### src/sv/ppcc_pkg.sv
package ppcc_pkg;

  localparam int unsigned FieldWidth = 16;
  localparam logic [FieldWidth-1:0] PipeDepthRst = 16'd16;
  localparam logic [FieldWidth-1:0] SendableMax = 16'hFFFF;

  typedef enum logic [1:0] {
    OP_SEND   = 2'd0,
    OP_FLUSH  = 2'd1,
    OP_CREDIT = 2'd2
  } op_e;

  typedef enum logic [1:0] {
    VIS_IMMEDIATE = 2'd0,
    VIS_FIFO      = 2'd1,
    VIS_DEFERRED  = 2'd2
  } vis_e;

  typedef enum logic [1:0] {
    CFG_VISIBILITY = 2'd0,
    CFG_DEPTH      = 2'd1,
    CFG_AUTO_FLUSH = 2'd2
  } cfg_idx_e;

  localparam logic [1:0] VisibilityRst = VIS_FIFO;

  typedef struct packed {
    logic [1:0]            op;
    logic [FieldWidth-1:0] elem_count_req;
    logic                  end_of_message;
    logic [FieldWidth-1:0] credit_amount;
    logic                  consumer_underflow;
  } item_t;

  typedef struct packed {
    logic [FieldWidth-1:0] accepted;
    logic                  send_message;
    logic                  message_fail;
    logic                  message_flush;
    logic                  eom_marked;
    logic                  retry_notify;
    logic                  flush_complete;
    logic                  wake_notify;
    logic [FieldWidth-1:0] credits_available;
  } res_t;

  typedef struct packed {
    logic overflow;
    logic flushing;
    logic active;
    logic pending_receive;
  } flags_t;

  localparam flags_t FlagsRst = '{overflow: 1'b0, flushing: 1'b0, active: 1'b1,
                                  pending_receive: 1'b0};

endpackage

### src/sv/ppcc_in_stage.sv
module ppcc_in_stage (
  input  logic            clk_i,
  input  logic            rst_ni,
  input  logic            in_valid_i,
  input  ppcc_pkg::item_t item_i,
  input  logic            advance_i,
  output logic            in_stall_o,
  output logic            valid_o,
  output ppcc_pkg::item_t item_o
);
  import ppcc_pkg::*;

  logic  valid_q, valid_d;
  logic  load;
  item_t item_q;

  assign in_stall_o = valid_q && !advance_i;
  assign load       = in_valid_i && !in_stall_o;

  always_comb begin
    valid_d = valid_q;
    if (load) begin
      valid_d = 1'b1;
    end else if (advance_i) begin
      valid_d = 1'b0;
    end
  end

  always_ff @(posedge clk_i or negedge rst_ni) begin
    if (!rst_ni) begin
      valid_q <= 1'b0;
    end else begin
      valid_q <= valid_d;
    end
  end

  always_ff @(posedge clk_i) begin
    if (load) begin
      item_q <= item_i;
    end
  end

  assign valid_o = valid_q;
  assign item_o  = item_q;

endmodule

### src/sv/ppcc_step.sv
module ppcc_step #(
  parameter int unsigned COUNT_WIDTH = 16
) (
  input  logic [1:0]             visibility_i,
  input  logic                   auto_flush_i,
  input  logic [COUNT_WIDTH-1:0] depth_i,
  input  logic [COUNT_WIDTH-1:0] credits_i,
  input  logic [COUNT_WIDTH-1:0] batched_i,
  input  ppcc_pkg::flags_t       flags_i,
  input  ppcc_pkg::item_t        item_i,
  output logic [COUNT_WIDTH-1:0] credits_o,
  output logic [COUNT_WIDTH-1:0] batched_o,
  output ppcc_pkg::flags_t       flags_o,
  output ppcc_pkg::res_t         res_o
);
  import ppcc_pkg::*;

  localparam int unsigned WideWidth = (COUNT_WIDTH > FieldWidth) ? COUNT_WIDTH : FieldWidth;
  localparam int unsigned SumWidth  = WideWidth + 1;
  localparam logic [COUNT_WIDTH-1:0] CountMax = {COUNT_WIDTH{1'b1}};

  logic                   deferred;
  logic                   fifo;
  logic [WideWidth-1:0]   credits_w;
  logic [WideWidth-1:0]   req_w;
  logic [FieldWidth-1:0]  min_acc;
  logic [FieldWidth-1:0]  acc;
  logic                   all_acc;
  logic                   data_push;
  logic [SumWidth-1:0]    sum;
  logic [SumWidth-1:0]    depth_s;
  logic [SumWidth-1:0]    ret_sum;
  logic [COUNT_WIDTH-1:0] ret_credits;
  logic [COUNT_WIDTH-1:0] thr;
  logic                   empty;
  logic                   end_ovf;
  logic                   ret_send;
  logic [WideWidth-1:0]   cr_out_w;

  assign deferred  = (visibility_i == VIS_DEFERRED);
  assign fifo      = (visibility_i == VIS_FIFO);
  assign credits_w = WideWidth'(credits_i);
  assign req_w     = WideWidth'(item_i.elem_count_req);
  assign min_acc   = (credits_w < req_w) ? credits_w[FieldWidth-1:0] : item_i.elem_count_req;
  assign acc       = (deferred && !flags_i.active) ? '0 : min_acc;
  assign all_acc   = (acc == item_i.elem_count_req);
  assign depth_s   = SumWidth'(depth_i);
  assign sum       = SumWidth'(batched_i) + SumWidth'(acc);
  assign ret_sum   = SumWidth'(credits_i) + SumWidth'(item_i.credit_amount);
  assign ret_credits = (ret_sum > depth_s) ? depth_i : ret_sum[COUNT_WIDTH-1:0];
  assign thr       = fifo ? COUNT_WIDTH'(1) : depth_i;
  assign empty     = (ret_credits == depth_i) && (item_i.credit_amount != '0);

  always_comb begin
    credits_o = credits_i;
    batched_o = batched_i;
    flags_o   = flags_i;
    res_o     = '0;
    data_push = 1'b0;
    end_ovf   = 1'b0;
    ret_send  = 1'b0;
    case (op_e'(item_i.op))
      OP_SEND: begin
        if (item_i.elem_count_req != '0 && !flags_i.flushing) begin
          if (deferred) begin
            data_push = (sum == depth_s) && (!all_acc || flags_i.pending_receive);
            res_o.message_fail = !all_acc && !flags_i.overflow;
          end else begin
            data_push = (acc != '0);
          end
          res_o.accepted      = acc;
          res_o.eom_marked    = item_i.end_of_message && all_acc && (acc != '0);
          res_o.message_flush = item_i.end_of_message && all_acc && auto_flush_i;
          res_o.send_message  = data_push || res_o.message_fail || res_o.message_flush;
          if (res_o.send_message) begin
            batched_o = '0;
          end else if (sum > SumWidth'(CountMax)) begin
            batched_o = CountMax;
          end else begin
            batched_o = sum[COUNT_WIDTH-1:0];
          end
          credits_o      = credits_i - COUNT_WIDTH'(acc);
          flags_o.overflow = (flags_i.overflow && !res_o.message_flush) || !all_acc;
          if (data_push) begin
            flags_o.active = 1'b0;
          end
          flags_o.flushing   = res_o.message_flush;
          res_o.retry_notify = !all_acc;
        end
      end
      OP_FLUSH: begin
        if (credits_i == depth_i) begin
          res_o.flush_complete = 1'b1;
        end else if (!flags_i.flushing) begin
          res_o.send_message  = 1'b1;
          res_o.message_flush = 1'b1;
          batched_o        = '0;
          flags_o.overflow = 1'b0;
          flags_o.flushing = 1'b1;
        end
        res_o.retry_notify = !res_o.flush_complete;
      end
      OP_CREDIT: begin
        if (deferred) begin
          ret_send = (batched_i == depth_i) && item_i.consumer_underflow;
          end_ovf  = flags_i.overflow && (item_i.credit_amount != '0);
          if (ret_send) begin
            res_o.send_message = 1'b1;
            batched_o = '0;
          end
        end else begin
          end_ovf = flags_i.overflow && (ret_credits >= thr);
        end
        res_o.wake_notify = end_ovf || ((deferred || flags_i.flushing) && empty);
        credits_o = ret_credits;
        if (end_ovf) begin
          flags_o.overflow = 1'b0;
        end
        if (empty) begin
          flags_o.flushing = 1'b0;
        end
        if (item_i.credit_amount != '0) begin
          flags_o.active = 1'b1;
        end
        flags_o.pending_receive = (flags_i.pending_receive || item_i.consumer_underflow)
                                  && !ret_send;
      end
      default: begin
      end
    endcase
    cr_out_w = WideWidth'(credits_o);
    if (flags_o.flushing || (deferred && !flags_o.active)) begin
      res_o.credits_available = '0;
    end else if (cr_out_w > WideWidth'(SendableMax)) begin
      res_o.credits_available = SendableMax;
    end else begin
      res_o.credits_available = cr_out_w[FieldWidth-1:0];
    end
  end

endmodule

### src/sv/pipe_producer_credit_control.sv
// credit-based pipe producer, one request per transaction, one result per request
// path: input register, then state update, then result register
// throughput: one transaction per cycle unless out_stall_i holds a valid result
// config writes take effect from the next cycle on, cfg_ready_o is always high
// reset: depth 16, fifo visibility, auto flush off, full credits, active, other flags clear
module pipe_producer_credit_control #(
  parameter int unsigned COUNT_WIDTH = 16
) (
  input  logic        clk_i,
  input  logic        rst_ni,
  input  logic        in_valid_i,
  output logic        in_stall_o,
  input  logic [1:0]  op_i,
  input  logic [15:0] elem_count_req_i,
  input  logic        end_of_message_i,
  input  logic [15:0] credit_amount_i,
  input  logic        consumer_underflow_i,
  output logic        out_valid_o,
  input  logic        out_stall_i,
  output logic [15:0] accepted_o,
  output logic        send_message_o,
  output logic        message_fail_o,
  output logic        message_flush_o,
  output logic        eom_marked_o,
  output logic        retry_notify_o,
  output logic        flush_complete_o,
  output logic        wake_notify_o,
  output logic [15:0] credits_available_o,
  input  logic        cfg_valid_i,
  output logic        cfg_ready_o,
  input  logic [1:0]  cfg_index_i,
  input  logic [15:0] cfg_data_i
);
  import ppcc_pkg::*;

  localparam int unsigned WideWidth = (COUNT_WIDTH > FieldWidth) ? COUNT_WIDTH : FieldWidth;
  localparam logic [WideWidth-1:0] CountMaxW = WideWidth'({COUNT_WIDTH{1'b1}});
  localparam logic [COUNT_WIDTH-1:0] CreditsRst =
    (WideWidth'(PipeDepthRst) > CountMaxW) ? COUNT_WIDTH'(CountMaxW)
                                           : COUNT_WIDTH'(PipeDepthRst);

  item_t                  in_item;
  item_t                  s1_item;
  logic                   s1_valid;
  logic                   advance;
  logic                   fire;
  logic                   cfg_we;

  logic [1:0]             visibility_q, visibility_d;
  logic [15:0]            pipe_depth_q, pipe_depth_d;
  logic                   auto_flush_q, auto_flush_d;
  logic [COUNT_WIDTH-1:0] eff_depth;
  logic [COUNT_WIDTH-1:0] new_depth;
  logic [WideWidth-1:0]   data_w;
  logic [WideWidth-1:0]   depth_w;

  logic [COUNT_WIDTH-1:0] credits_q, credits_d, credits_nx;
  logic [COUNT_WIDTH-1:0] batched_q, batched_d, batched_nx;
  flags_t                 flags_q, flags_d, flags_nx;

  res_t                   res;
  res_t                   out_q;
  logic                   out_valid_q, out_valid_d;

  assign in_item = '{op: op_i, elem_count_req: elem_count_req_i,
                     end_of_message: end_of_message_i, credit_amount: credit_amount_i,
                     consumer_underflow: consumer_underflow_i};

  assign advance = !out_valid_q || !out_stall_i;
  assign fire    = s1_valid && advance;

  ppcc_in_stage u_in_stage (
    .clk_i      (clk_i),
    .rst_ni     (rst_ni),
    .in_valid_i (in_valid_i),
    .item_i     (in_item),
    .advance_i  (advance),
    .in_stall_o (in_stall_o),
    .valid_o    (s1_valid),
    .item_o     (s1_item)
  );

  // effective depth is capped at the counter range
  assign depth_w   = WideWidth'(pipe_depth_q);
  assign eff_depth = (depth_w > CountMaxW) ? COUNT_WIDTH'(CountMaxW) : COUNT_WIDTH'(depth_w);
  assign data_w    = WideWidth'(cfg_data_i);
  assign new_depth = (data_w > CountMaxW) ? COUNT_WIDTH'(CountMaxW) : COUNT_WIDTH'(data_w);

  ppcc_step #(
    .COUNT_WIDTH (COUNT_WIDTH)
  ) u_step (
    .visibility_i (visibility_q),
    .auto_flush_i (auto_flush_q),
    .depth_i      (eff_depth),
    .credits_i    (credits_q),
    .batched_i    (batched_q),
    .flags_i      (flags_q),
    .item_i       (s1_item),
    .credits_o    (credits_nx),
    .batched_o    (batched_nx),
    .flags_o      (flags_nx),
    .res_o        (res)
  );

  assign cfg_ready_o = 1'b1;
  assign cfg_we      = cfg_valid_i && cfg_ready_o;

  always_comb begin
    visibility_d = visibility_q;
    pipe_depth_d = pipe_depth_q;
    auto_flush_d = auto_flush_q;
    credits_d    = credits_q;
    batched_d    = batched_q;
    flags_d      = flags_q;
    if (fire) begin
      credits_d = credits_nx;
      batched_d = batched_nx;
      flags_d   = flags_nx;
    end
    if (cfg_we) begin
      case (cfg_idx_e'(cfg_index_i))
        CFG_VISIBILITY: begin
          visibility_d = cfg_data_i[1:0];
        end
        CFG_DEPTH: begin
          pipe_depth_d = cfg_data_i;
          credits_d    = new_depth;
        end
        CFG_AUTO_FLUSH: begin
          auto_flush_d = cfg_data_i[0];
        end
        default: begin
        end
      endcase
    end
  end

  always_comb begin
    out_valid_d = out_valid_q;
    if (fire) begin
      out_valid_d = 1'b1;
    end else if (!out_stall_i) begin
      out_valid_d = 1'b0;
    end
  end

  always_ff @(posedge clk_i or negedge rst_ni) begin
    if (!rst_ni) begin
      visibility_q <= VisibilityRst;
      pipe_depth_q <= PipeDepthRst;
      auto_flush_q <= 1'b0;
      credits_q    <= CreditsRst;
      batched_q    <= '0;
      flags_q      <= FlagsRst;
      out_valid_q  <= 1'b0;
    end else begin
      visibility_q <= visibility_d;
      pipe_depth_q <= pipe_depth_d;
      auto_flush_q <= auto_flush_d;
      credits_q    <= credits_d;
      batched_q    <= batched_d;
      flags_q      <= flags_d;
      out_valid_q  <= out_valid_d;
    end
  end

  always_ff @(posedge clk_i) begin
    if (fire) begin
      out_q <= res;
    end
  end

  assign out_valid_o         = out_valid_q;
  assign accepted_o          = out_q.accepted;
  assign send_message_o      = out_q.send_message;
  assign message_fail_o      = out_q.message_fail;
  assign message_flush_o     = out_q.message_flush;
  assign eom_marked_o        = out_q.eom_marked;
  assign retry_notify_o      = out_q.retry_notify;
  assign flush_complete_o    = out_q.flush_complete;
  assign wake_notify_o       = out_q.wake_notify;
  assign credits_available_o = out_q.credits_available;

  a_credits_le_depth: assert property (@(posedge clk_i) disable iff (!rst_ni)
    credits_q <= eff_depth)
    else $error("credits above depth");

  a_fire_gives_result: assert property (@(posedge clk_i) disable iff (!rst_ni)
    fire |=> out_valid_q)
    else $error("processed transaction lost");

  a_fail_has_message: assert property (@(posedge clk_i) disable iff (!rst_ni)
    (out_valid_q && out_q.message_fail) |-> out_q.send_message)
    else $error("fail mark without message");

  a_flush_done_no_retry: assert property (@(posedge clk_i) disable iff (!rst_ni)
    (out_valid_q && out_q.flush_complete) |-> !out_q.retry_notify)
    else $error("flush complete with retry");

endmodule

### config.mk
export PLATFORM = sky130hd
export DESIGN_NAME = pipe_producer_credit_control
export DESIGN_NICKNAME = d
export VERILOG_FILES = /design/src/sv/ppcc_pkg.sv /design/src/sv/ppcc_in_stage.sv /design/src/sv/ppcc_step.sv /design/src/sv/pipe_producer_credit_control.sv
export SDC_FILE = /design/constraint.sdc
export NUM_CORES = 1
export LEC_CHECK = 0
export BUFFER_PORTS_ARGS = -buffer_cell sky130_fd_sc_hd__buf_2
export CAP_MARGIN = 15
export CORE_ASPECT_RATIO = 2
export CORE_MARGIN = 3
export CORE_UTILIZATION = 65
export CTS_CLUSTER_DIAMETER = 150
export DETAILED_ROUTE_END_ITERATION = 8
export PLACE_DENSITY = 0.9
export SLEW_MARGIN = 0
export SYNTH_ARGS = -nofsm -noshare
export SYNTH_HDL_FRONTEND = slang
export SYNTH_SLANG_ARGS = --single-unit
### constraint.sdc
create_clock -name clk_i -period 8.6 [get_ports clk_i]
set_clock_uncertainty 0.1 [all_clocks]
set_input_delay 0 -clock clk_i [delete_from_list [all_inputs] [get_ports clk_i]]
set_output_delay 0 -clock clk_i [all_outputs]
set_load 0.01 [all_outputs]
==> results of run 1 <==
==> area by class of cell <==
type	instances	area [um2]	area share, %
Clock buffer	18	429	3.35
Clock inverter	14	201	1.57
Inverter	70	263	2.05
Timing Repair Buffer	173	1190	9.31
Tap cell	204	255	1.99
Multi-Input combinational cell	959	6790	53.0
Sequential cell	132	3680	28.7
==> kinds of logic (layout without fill, tap and decap cells) <==
| family | Yosys count | in the layout |
|---|---|---|
| AOI/OAI and AO/OA | 334 | 334 |
| xor gates and xnor gates | 86 | 86 |
| adders and majority gates | 102 | 102 |
| buffers and inverters | 138 | 275 |
| DFF | 132 | 132 |
| muxes | 35 | 35 |
| other | 1 | 1 |
| and+or+nand+nor | 401 | 401 |
==> metal layers <==
metal	global-route usage (%)	vias up	part of all wire, %
met1	44.4	5138	30
li1	-	4796	-
met4	46.5	2	13
met5	0	-	0.016
met3	11.3	367	8.7
met2	76.9	857	49
==> synthesized netlist by cell type, types with 7 or more instances <==
library cell	n
sky130_fd_sc_hd__o21a_1	13
sky130_fd_sc_hd__clkbuf_1	46
sky130_fd_sc_hd__or3_1	10
sky130_fd_sc_hd__nor2_1	86
sky130_fd_sc_hd__a21o_1	28
sky130_fd_sc_hd__o21ai_0	76
sky130_fd_sc_hd__a211oi_1	12
sky130_fd_sc_hd__nand4_1	19
sky130_fd_sc_hd__nand2_1	95
sky130_fd_sc_hd__xor2_1	39
sky130_fd_sc_hd__o2111ai_1	10
sky130_fd_sc_hd__nand2b_1	32
sky130_fd_sc_hd__o22ai_1	8
sky130_fd_sc_hd__o21ai_1	18
sky130_fd_sc_hd__and2_1	7
sky130_fd_sc_hd__xnor2_1	45
sky130_fd_sc_hd__nor4_1	26
sky130_fd_sc_hd__ha_1	99
sky130_fd_sc_hd__a21oi_1	66
sky130_fd_sc_hd__or2_2	16
sky130_fd_sc_hd__inv_1	69
sky130_fd_sc_hd__nand3_1	26
sky130_fd_sc_hd__a31oi_1	14
sky130_fd_sc_hd__nor2b_1	14
sky130_fd_sc_hd__mux2_2	11
sky130_fd_sc_hd__nor3_1	21
sky130_fd_sc_hd__o211ai_1	11
sky130_fd_sc_hd__edfxtp_1	75
sky130_fd_sc_hd__dfrtp_1	53
sky130_fd_sc_hd__a222oi_1	8
sky130_fd_sc_hd__buf_2	13
sky130_fd_sc_hd__nor2_2	10
sky130_fd_sc_hd__mux2i_1	19
==> worst max-delay path, stage by stage, from the launching register on <==
cell                       delay, ns
sky130_fd_sc_hd__dfstp_2        0.70
sky130_fd_sc_hd__ha_1           0.44
sky130_fd_sc_hd__a21oi_1        0.30
sky130_fd_sc_hd__o221ai_1       0.28
sky130_fd_sc_hd__a221oi_2       0.37
sky130_fd_sc_hd__o21ai_1        0.16
sky130_fd_sc_hd__o31ai_2        0.32
sky130_fd_sc_hd__xnor2_1        0.18
sky130_fd_sc_hd__ha_1           0.33
sky130_fd_sc_hd__nand2_1        0.06
sky130_fd_sc_hd__nor2_1         0.19
sky130_fd_sc_hd__nand4_1        0.16
sky130_fd_sc_hd__o21ai_0        0.20
sky130_fd_sc_hd__nor4_1         0.08
sky130_fd_sc_hd__o221ai_2       0.84
sky130_fd_sc_hd__mux2_2         0.44
sky130_fd_sc_hd__ha_1           0.28
sky130_fd_sc_hd__a21o_1         0.10
sky130_fd_sc_hd__a21oi_1        0.06
sky130_fd_sc_hd__o21ai_0        0.22
sky130_fd_sc_hd__o221a_2        0.24
sky130_fd_sc_hd__o21ai_0        0.12
sky130_fd_sc_hd__a31o_2         0.26
sky130_fd_sc_hd__a21bo_2        0.22
sky130_fd_sc_hd__o21ai_0        0.18
sky130_fd_sc_hd__o41ai_1        0.10
==> worst max-delay path by stage <==
stage                     cells past startpoint    startpoint  slack [ns]    endpoint
after global routing                         26  credits_q[4]        1.19  flags_q[3]
after CTS                                    25  credits_q[4]        1.68  flags_q[3]
after global placement                       25  credits_q[4]        1.93  flags_q[3]
after detailed placement                     25  credits_q[4]        1.71  flags_q[3]
after floorplan                              25  credits_q[0]        2.98  flags_q[3]
final                                        25  credits_q[4]        1.51  flags_q[3]
==> flip-flops by register name (all words and copies together), names as in the netlist, 2 cells and up <==
name / cells
u_in_stage.item_o: 36
batched_q: 16
credits_q: 16
visibility_q: 2
flags_q: 4
depth_w: 16
credits_available_o: 16
accepted_o: 16
==> power groups by stage <==
stage	combinational (mW)	clock [mW]	sequential (mW)
floorplan	2.31	0	0.917
global placement	3.06	0	0.991
detailed placement	3.10	0	0.996
CTS	3.15	0.786	0.984
global route	3.54	0.813	1.01
finish	3.28	0.793	1.00
==> stage by stage <==
stage	setup slack, ns	instances	hold WS, ns	power, mW	instance area (um2)
2_1_floorplan	2.98	1229	-0.396	3.23	11000
3_3_place_gp	1.93	1477	0.0765	4.05	11600
3_5_place_dp	1.71	1477	0.0783	4.10	11600
4_1_cts	1.68	1568	0.172	4.92	12800
5_1_grt	1.19	1570	0.183	5.36	12800
6_report	1.51	1570	0.154	5.07	12800
==> repair_timing <==
item / 4_1_cts / 5_1_grt
hold buffers: 59 / 0
buffers inserted: 0 / 0
hold endpoints to repair: 126 / 0
==> metrics.md, run 1 <==
| Metric | Value |
|---|---|
| Path category of the worst min-delay check | in -> async |
| Global-route wire length before repair | 64700 um |
| Main area contributors after synthesis | sky130_fd_sc_hd__edfxtp_1 20%, sky130_fd_sc_hd__dfrtp_1 12%, sky130_fd_sc_hd__ha_1 11% |
| Switching power total | between 2 and 2.5 mW |
| Vias in the first global route | 11400 |
| Critical register-to-register path endpoint | flags_q[3] |
| Remaining DRCs | 0 |
| Share of the synthesized area in the top cell type | between 20% and 30% |
| IO Port Bufs | 99 |
| Arrival time at the worst endpoint | between 7 and 8 ns |
| Primary FF master, synth | sky130_fd_sc_hd__edfxtp_1 |
| Type of the worst setup path | reg -> reg |
| Drt total wl | 42500 um |
| Syn avg cell area | 8.97 um2 |
| Area growth from synthesis to final layout | 16.3% |
| Area of the mapped netlist | 11000 um2 |
| Summed negative setup slack over all endpoints | 0 ns |
| Overall die area | 18600 um2 |
| Max Buffers Root-to-Sink | 2 |
| Final antenna diode count | 0 |
| Cell at the root of the clock tree | sky130_fd_sc_hd__clkbuf_16 |
| Flip-flop and latch count after synthesis | 132 |
| Largest driver fanout on the critical path | 20 |
| Per-cell via count in the routed design | 7.11 |
| Worst reg-to-reg path cell count | 25 |
| Unrepaired setup endpoints after global routing | no |
| Crit path time final | 7.09 ns |
| CTS Sinks | 132 |
| Maximum number of pins on one net before global-route repair | 67 |
| Final hold violations | 0 |
| Commonest cells after routing, fill and taps aside | 100 x sky130_fd_sc_hd__buf_2, 99 x sky130_fd_sc_hd__ha_1, 95 x sky130_fd_sc_hd__nand2_1 |
| Fraction of the mapped netlist area in simple logic gates | between 10% and 20% |
| Cells after Synth | 1229 |
| Period utilisation layout | 82.5% |
| Total track usage | 46.1% |
| Critical Path Start Type | register |
| Required time reported for the critical path endpoint | 8.79 ns |
| Fin. max-slew vios | 0 |
| Fraction of power spent switching nets | 49.0% |
| Normalized max-slew margin | 0.272% |
| Number of core rows | 66 |
| Result of the run | finished clean |
| Main combinational cell family by area after synthesis | compound AO/OA/AOI/OAI gates |
| Final #Nets | 1514 |
| Power Density | 396 nW/um2 |
| Sequential element share of the synthesized area | 33.4% |
| Detailed Routing Iterations Pass 1 | 6 |
| Max cap viols | 0 |
| Final GP Congestion | approximately 1.1 |
| Internal power summed over all cells | 2.59 mW |
| Share of post-route cells with drive strength above 1 | between 15 and 20% |
| Post-synthesis compound-gate area fraction | just over 20% |
| Share of the core filled with cells in the final layout | 78.0% |
| Maximum frequency from static timing analysis | 141 MHz |
| Source-to-sink clock delay at the later pin of the worst-skew pair | about 0.44 ns |
| Net count of the mapped netlist | 1390 |
| Proportion of synthesized area in mux cells | 3.40% |
| Adder-cell area share of the yosys netlist | about an eighth |
| EDFF count, synth | 75 |
| Die height | between 150 and 200 um |
| Post-cts resize count | 0 |
| Warnings, synthesis | 0 |
| Setup violation total in the final timing report | 0 |
| Share of async-settable or async-resettable flops after synthesis | 43.2% |
| Sort of element at the end of the critical path | register |
| Horizontal extent of the die | 98.1 um |
| Number of placed I/O pins | about 100 |
| Leakage power total | 5.61 nW |
| Synth area leader | sky130_fd_sc_hd__edfxtp_1 |
| Clock slew at reported path FFs | about 0.06 ns |
| WL per Instance | 27.1 um |
| Maximum ir drop on the vdd rail | 0.227 mV |
| Critical register-to-register path startpoint | credits_q[4] |
| Count of filler cells inserted in the layout | around 1100 |
| Reg power frac | 19.8% |
| Combinational fraction of design power | 64.6% |
| H-Tree Level Count | 4 |
| Register-to-register setup slack | 1.51 ns |
| CTS tree | built |
| Number of distinct library cell variants in the gate-level netlist after synthesis | 91 |
| Detailed placement HPWL | 30500 um |
| Antenna-violating nets left | 0 |
| 1st-iter DRT viols | 1053 |
| Initial antenna violation count | 1 |
| Slew at the pin closest to its max-slew limit | ~1.5 ns |
| Clock buffer count from CTS | 17 |
| Starting density of the core | 67.0% |
| Routed vias | 11200 |
| Commonest non-fill, non-tap cell in the layout | sky130_fd_sc_hd__buf_2 |
| Clock share of power | 15.6% |
| Core area | 16400 um2 |
| Global route overflow | 0 |
| XOR/XNOR share of the synthesized area | between 7 and 8% |
No activity file was read; power rests on OpenSTA's default activity.
==> inputs of run 2 (changes only) <==
--- a/config.mk
+++ b/config.mk
@@ -9,10 +9,10 @@
 export CAP_MARGIN = 15
 export CORE_ASPECT_RATIO = 2
 export CORE_MARGIN = 3
-export CORE_UTILIZATION = 65
+export CORE_UTILIZATION = 61
 export CTS_CLUSTER_DIAMETER = 150
 export DETAILED_ROUTE_END_ITERATION = 8
-export PLACE_DENSITY = 0.9
+export PLACE_DENSITY = 0.86
 export SLEW_MARGIN = 0
 export SYNTH_ARGS = -nofsm -noshare
 export SYNTH_HDL_FRONTEND = slang
==> constraint.sdc (replaced) <==
create_clock -name clk_i -period 6.7 [get_ports clk_i]
set_clock_uncertainty 0.1 [all_clocks]
set_input_delay 0 -clock clk_i [delete_from_list [all_inputs] [get_ports clk_i]]
set_output_delay 0 -clock clk_i [all_outputs]
set_load 0.01 [all_outputs]
==> metrics.md, run 2 (synthesized netlist as in run 1, its figures left out) <==
| Metric | Value |
|---|---|
| Setup violation total in the final timing report | 0 |
| Summed negative setup slack over all endpoints | 0 ns |
| 1st-iter DRT viols | 997 |
| PnR Total Power | 6.63 mW |
| Largest driver fanout on the critical path | 6 |
| Global-route wire length before repair | 63900 um |
| Arrival time at the worst endpoint | 6.44 ns |
| Slew at the pin closest to its max-slew limit | 1.19 ns |
| Clock slew at reported path FFs | 0.06 ns |
| Share of post-route cells with drive strength above 1 | 16.6% |
| CTS Sinks | between 100 and 150 |
| Detailed Routing Iterations Pass 1 | 6 |
| Commonest cells after routing, fill and taps aside | 99 x sky130_fd_sc_hd__ha_1, 99 x sky130_fd_sc_hd__buf_2, 95 x sky130_fd_sc_hd__nand2_1 |
| H-Tree Level Count | 4 |
| IO Port Bufs | about 100 |
| Count of buffers added by post-CTS timing repair for setup | 0 |
| Detailed placement HPWL | about 32000 um |
| Maximum ir drop on the vdd rail | ~0.27 mV |
| Cell at the root of the clock tree | sky130_fd_sc_hd__clkbuf_16 |
| CTS tree | built |
| Path category of the worst min-delay check | in -> reg |
| Global route overflow | 0 |
| Maximum number of pins on one net before global-route repair | 68 |
| Die height | 196 um |
| Result of the run | finished clean |
| Critical Path Start Type | register |
| Critical Path Max Stage Delay | about 0.44 ns |
| Source-to-sink clock delay at the later pin of the worst-skew pair | 0.44 ns |
| Final #Nets | roughly 1500 |
| Drt total wl | 43100 um |
| Cell type group with the largest total delay on the critical path | compound AO/OA/AOI/OAI gates |
| Max Buffers Root-to-Sink | 2 |
| Core area | 17500 um2 |
| Initial antenna violation count | 1 |
| Crit path time final | 6.26 ns |
| Register-to-register setup slack | 0.44 ns |
| Required time reported for the critical path endpoint | 6.88 ns |
| Remaining DRCs | 0 |
| Power Density | between 500 and 600 nW/um2 |
| Fin. max-slew vios | 0 |
| Number of core rows | between 60 and 70 |
| Max cap viols | 0 |
| Buffers and inverters on the worst path | 1 |
| Type of the worst setup path | reg -> reg |
| Antenna-violating nets left | 0 |
| Sort of element at the end of the critical path | register |
| Clock buffer count from CTS | 17 |
| Per-cell via count in the routed design | 6.85 |
| Leakage power total | about 5.7 nW |
| Final GP Congestion | 1.01 |
| Routed vias | 11000 |
| Share of the core filled with cells in the final layout | 74.2% |
| Starting density of the core | 62.9% |
| Period utilisation layout | between 90 and 100% |
| Normalized max-slew margin | 19.8% |
| Final antenna diode count | 0 |
| Maximum frequency from static timing analysis | about 160 MHz |
| Area growth from synthesis to final layout | 18.0% |
| Vias in the first global route | 11000 |
| Cell with the biggest individual delay on the critical path | sky130_fd_sc_hd__fa_1 |
| Number of placed I/O pins | between 100 and 150 |
| Unrepaired setup endpoints after global routing | no |
| Final hold violations | 0 |
| Flip-flop count of the largest register after layout | 36 |
| Total track usage | 43.7% |
| Horizontal extent of the die | 101 um |
| Overall die area | 19800 um2 |
| WL per Instance | around 27 um |
[run 2: layer usage]
layer	vias to the layer above	global-route usage (%)	wire length (um)
met4	2	39.3	5030
met1	5135	42.2	13200
met5	-	0	12
met3	296	8.83	3160
li1	4834	-	-
met2	693	75.4	21700
[run 2: final cells by class]
cell class	count	area, um2
multi-input cells	959	6800
fillers	1292	4520
flip-flops and latches	132	3680
repair buffers	196	1370
clock buffers	18	429
inverters	70	263
well taps	210	263
clock inverters	14	200
[run 2: final timing paths]
check | cells past startpoint | from | to
hold reg to reg | 1 | u_in_stage.valid_o | out_valid_o
setup / recovery | 27 | u_in_stage.item_o[1] | flags_q[3]
setup reg to reg | 27 | u_in_stage.item_o[1] | flags_q[3]
min in group asynchronous | 3 | rst_ni | u_in_stage.valid_o
hold / removal | 2 | credit_amount_i[10] | u_in_stage.item_o[11]
max in group asynchronous | 3 | rst_ni | credits_q[5]
[run 2: power by group]
group          internal (mW)  switching, mW  leakage (nW)
Clock                  0.627          0.396         0.298
Combinational           1.77           2.64          3.98
Sequential              1.02          0.183          1.44
[run 2: through the flow]
| step | cell area (um2) | std cells | hold slack, ns | worst slack (ns) |
|---|---|---|---|---|
| global route | 13000 | 1599 | 0.182 | 0.00825 |
| detailed placement | 11800 | 1508 | 0.0781 | 0.484 |
| floorplan | 11000 | 1229 | -0.396 | 1.08 |
| global placement | 11800 | 1508 | 0.0769 | 0.550 |
| CTS | 13000 | 1599 | 0.167 | 0.431 |
| finish | 13000 | 1599 | 0.174 | 0.443 |
[run 2: timing repair]
| item | in CTS | in global routing |
|---|---|---|
| hold endpoints to repair | 126 | 0 |
| setup endpoints to repair | 0 | 1 |
| resized for setup | 0 | 1 |
| hold buffers | 59 | 0 |
